--- config.mk ---
export PLATFORM = sky130hd
export DESIGN_NAME = rmh_cmp
export DESIGN_NICKNAME = d
export VERILOG_FILES = /design/src/hdl/rmh_pkg.sv /design/src/hdl/rmh_cmp.sv
export SDC_FILE = /design/constraint.sdc
export NUM_CORES = 1
export LEC_CHECK = 0
export BUFFER_PORTS_ARGS = -buffer_cell sky130_fd_sc_hd__buf_2
export CAP_MARGIN = 30
export CORE_ASPECT_RATIO = 1.25
export CORE_UTILIZATION = 42
export DETAILED_ROUTE_END_ITERATION = 7
export GPL_TIMING_DRIVEN = 0
export PLACE_DENSITY = 0.85
export SYNTH_ARGS = -nofsm -noshare
export SYNTH_HDL_FRONTEND = slang
export SYNTH_SLANG_ARGS = --single-unit
export TNS_END_PERCENT = 5
--- constraint.sdc ---
create_clock -name vclk -period 3.2
set_input_delay 0.64 -clock vclk [all_inputs]
set_output_delay 0.64 -clock vclk [all_outputs]
set_load 0.03 [all_outputs]
--- src/hdl/rmh_pkg.sv ---
package rmh_pkg;

  localparam int unsigned CAPACITY = 65536;
  localparam int unsigned ADDR_W   = $clog2(CAPACITY);
  localparam int unsigned CNT_W    = ADDR_W + 1;
  localparam int unsigned KID_W    = ADDR_W + 2;
  localparam int unsigned DATA_W   = 32;

  localparam logic [CNT_W-1:0] CAP_CNT = CNT_W'(CAPACITY);

  localparam logic OP_START = 1'b0;
  localparam logic OP_ADD   = 1'b1;

  localparam logic HEAP_LOWER = 1'b0;
  localparam logic HEAP_UPPER = 1'b1;

  typedef enum logic [10:0] {
    ST_IDLE   = 11'b000_0000_0001,
    ST_UP_CHK = 11'b000_0000_0010,
    ST_UP_CMP = 11'b000_0000_0100,
    ST_BAL    = 11'b000_0000_1000,
    ST_NEXT   = 11'b000_0001_0000,
    ST_DN_CHK = 11'b000_0010_0000,
    ST_DN_RD  = 11'b000_0100_0000,
    ST_DN_SEL = 11'b000_1000_0000,
    ST_DN_CMP = 11'b001_0000_0000,
    ST_DN_END = 11'b010_0000_0000,
    ST_OUT    = 11'b100_0000_0000
  } rmh_state_e;

  typedef struct packed {
    logic                     we;
    logic [ADDR_W-1:0]        waddr;
    logic signed [DATA_W-1:0] wdata;
    logic [ADDR_W-1:0]        raddr;
  } rmh_mem_req_t;

endpackage

--- src/hdl/rmh_cmp.sv ---
module rmh_cmp
  import rmh_pkg::*;
(
  input  logic                     is_max_i,
  input  logic signed [DATA_W-1:0] a_i,
  input  logic signed [DATA_W-1:0] b_i,
  output logic                     above_o
);

  assign above_o = is_max_i ? (a_i > b_i) : (a_i < b_i);

endmodule

* Yosys cells after proc, flatten, opt, wreduce, memory -nomap -nowiden
Index checks and enable logic that the tools add are counted. W data, S select, Z words.
Storage, ports and cells: bits in registers 0
Operators by class: muxes and demuxes 1, $lt $le $gt $ge 2
Operators with widths (count):
- $gt A32 B32 Y1 | 1
- $lt A32 B32 Y1 | 1
- $mux W1 | 1

* Longest topological paths before layout
word-level depth 2, depth in mapped cells 8, gate-level depth less buffers 8

* Worst setup path before layout
OpenSTA, ideal clock, no wires.
path type in2out, start point in b_i[14], end point out above_o, arrival time 2.253 ns, cell stages on the path 8, data required time 2.560 ns, buffers on the path 0, path slack 0.307 ns, cell sequence inv_1 > ha_1 > a21oi_2 > nand2_1 > a221o_1 > a211o_1 > a21oi_2 > mux2_1
Between the ends: word-level cells in the longest chain between the ends 2, elaborated cells between the ends (all ways) 3, those cells by class order compare: 2; mux: 1
Ends and longest elaborated chain:
- from (decl) | RTL line rmh_cmp.sv:6 | input logic signed [DATA_W-1:0] b_i,
- $lt A32 B32 Y1 or $gt A32 B32 Y1 (tied branches) | RTL line rmh_cmp.sv:10 | assign above_o = is_max_i ? (a_i > b_i) : (a_i < b_i);
- $mux W1 (*) | RTL line rmh_cmp.sv:10
- to (decl) | RTL line rmh_cmp.sv:7 | output logic above_o
Every way passes the cells marked *; elsewhere a longest branch is shown, timed or not.

* Worst setup path in the final report
start point in a_i[14], end point out above_o
Between the ends: word-level cells in the longest chain between the ends 2, elaborated cells between the ends (all ways) 3, those cells by class order compare: 2; mux: 1
Ends and longest elaborated chain:
- from (decl) | RTL line rmh_cmp.sv:5 | input logic signed [DATA_W-1:0] a_i,
- $lt A32 B32 Y1 or $gt A32 B32 Y1 (tied branches) | RTL line rmh_cmp.sv:10
- $mux W1 (*) | RTL line rmh_cmp.sv:10
Marks and branches as above.

==> summary.md <==
| Metric | Value |
|---|---|
| Pins Over Slew Limit | 0 |
| Crit. End Element | output pin |
| Hold wc startpoint | is_max_i |
| Core footprint | 1810 sq um |
| PD cells | 123 nW/um^2 |
| Port buffer count | 66 |
| Number of distinct library cells after synthesis | 20 |
| Tmin final | 3.10 ns |
| First-pass GRT wire length | 3440 um |
| Die Area | 2170 sq um |
| Crit-path cells | buf_2 > ha_1 > a21oi_2 > nand2_1 > a221o_1 > a211o_1 > a21oi_2 > mux2_1 > buf_2 |
| Critical Path Slowest Stage Cell | a221o_1 |
| Largest net degree at the start of global routing | 4 |
| DIE WIDTH | 41.9 um |
| Main combinational cell family by area after synthesis | adder cells |
| Die Ht | 51.8 um |
| Vias/cell | 5.06 |
| Worst Slack Setup Final | 0.0986 ns |
| P&R area growth vs syn | 43.8% |
| Row cnt | 17 |
| Ys Warns | 0 |
| Dpl hpwl | 1950 um |
| Crit path launch type | primary input |
| Cell taking the most area after synthesis | ha_1 |
| Register area | 0 sq um |
| Sequential Power Share | 0% |
| Simple-gate share of the synthesized area | 13.5% |
| Synth top area cells | ha_1, inv_1, a21oi_1 |
| Hold Crit Endpoint | above_o |
| Post-synth top cells | inv_1, ha_1, a21oi_1 |
| WHS | 1.88 ns |
| Unrepaired setup endpoints after global routing | false |
| Vias in the first global route | 957 |
| Hold crit path type | primary input to output pin |
| Starting Density | 46.2% |
| Mapped Area | 835 sq um |
| Combinational power share | 100.0% |
| Seq cells | 0 |
| Pre-CTS setup slack | 0.0734 ns |
| Cells after Synth | 118 |
| Avg Synthesized Cell Area | 7.07 sq um |
| Top-count cell post-synth | inv_1 |
| Ports | 66 |
| Top cell type's share of synthesized area | 48.0% |
| Final setup fails | 0 |
| Sequential share of the synthesized area | 0% |
| Initial antenna violation count | 0 |
| Antenna diodes | 0 |
| Share of cells above drive strength 1 | 38.9% |
| Gpl congestion | 0.710 |
| Rel. slew slack | 70.2% |
| NetSw | 0.0715 mW |
| Detail Route Antenna Nets | 0 |
| Max Cap Viol | 0 |
| Cells after DPL | 203 |
| Leakage | 0.801 nW |
| Post-Syn Nets | 215 |
| Remaining routing DRC violations | 0 |
| WL per Instance | 10.1 um |
| Internal power | 0.0760 mW |
| Setup TNS | 0 ns |
| Period utilization | 96.9% |
| WS Path Type | primary input to output pin |
| DRT Pass-1 Iters | 4 |
| Sw Share | 48.5% |
| Outcome | completed |
| Actual slew at the worst max-slew pin | 0.443 ns |
| Overall routing resource usage | 19.2% |
| Post-Synth Adder-Cell Area | 48.0% |
| XOR/XNOR Fraction of Synth Area | 1.05% |
| Worst path arrival time | 2.46 ns |
| Hold Path Depth | 4 |
| DRT Wirelength | 2050 um |
| Worst Path Required | 2.56 ns |
| Fmax achieved | 322 MHz |
| Final net count | 284 |
| Crit-path max FO | 3 |
| Worst vdd ir | 0.0718 mV |
| GR Overflow Total | 0 |
| DRT iter0 DRCs | 7 |
| Final Non-Filler Cells | 204 |
| Post-synthesis mux area share | 1.35% |
| Clock Power Share | 0% |
| Vias post-DR | 1,032 |
| Post-synthesis compound-gate area fraction | 20.8% |
| Final hold violation count | 0 |
| # clk buffers | 0 |
| Largest stage delay, worst path | 0.35 ns |
## metal layers
metal | up-vias | global-route usage, % | wire [um]
li1 | 541 | - | -
met1 | 444 | 16.7 | 682
met2 | 45 | 45.1 | 1190
met3 | 2 | 2.08 | 168
met4 | 0 | 2.15 | 9
met5 | - | 0 | 0
## power groups by stage
| stage | registers, mW | logic [mW] | clock network, mW |
|---|---|---|---|
| 2_1_floorplan | 0 | 0.0852 | 0 |
| 3_3_place_gp | 0 | 0.137 | 0 |
| 3_5_place_dp | 0 | 0.147 | 0 |
| 4_1_cts | 0 | 0.148 | 0 |
| 5_1_grt | 0 | 0.170 | 0 |
| 6_report | 0 | 0.147 | 0 |
## layout by cell type, fill, tap and decap left out, drive strengths merged
master,netlist,routed
a211o,1,1
a21o,3,3
a21oi,16,16
a221o,1,1
a41oi,1,1
buf,0,67
ha,32,32
inv,34,34
mux2,1,1
nand2,9,9
nand3,2,2
nand4,6,6
nor2,2,2
nor3,1,1
nor4,2,2
o211ai,1,1
o21ai,5,5
xor2,1,1
## how the worst max path moves through the flow
stage,start,end,cells past startpoint
after floorplan,b_i[14],above_o,8
after global placement,a_i[14],above_o,9
after detailed placement,a_i[7],above_o,9
after CTS,a_i[7],above_o,9
after global routing,b_i[27],above_o,8
final,a_i[14],above_o,9
## stage by stage
step                power [mW]  util (%)  area [sq um]
floorplan               0.0852         -           835
global placement         0.137      65.7          1190
detailed placement       0.147      65.7          1190
CTS                      0.148      65.7          1190
global route             0.170      66.4          1200
finish                   0.147      66.4          1200
## area by class of cell
type	count	area [sq um]
inverters	34	128
repair buffers	67	338
multi-input cells	84	711
well taps	19	23.8
fillers	178	608
## what timing repair did
action | 4_1_cts | 5_1_grt
setup buffers | 0 | 1
hold buffers | 0 | 0
resized for setup | 0 | 1
setup endpoints to repair | 0 | 1
## worst max-delay path: cells and delay by family
kind | cells | cell delay [ns]
AND/OR/NAND/NOR | 1 | 0.06
multiplexers | 1 | 0.32
adder cells (fa/ha/maj) | 1 | 0.32
buffers and inverters | 2 | 0.28
AO/OA/AOI/OAI | 4 | 0.84
## logic make-up after synthesis
group           after synthesis
mux                           1
compound gates               28
fa+ha+maj                    32
simple gates                 22
xor+xnor                      1
buf+inv                      34
Power figures use the tool's default switching activity.
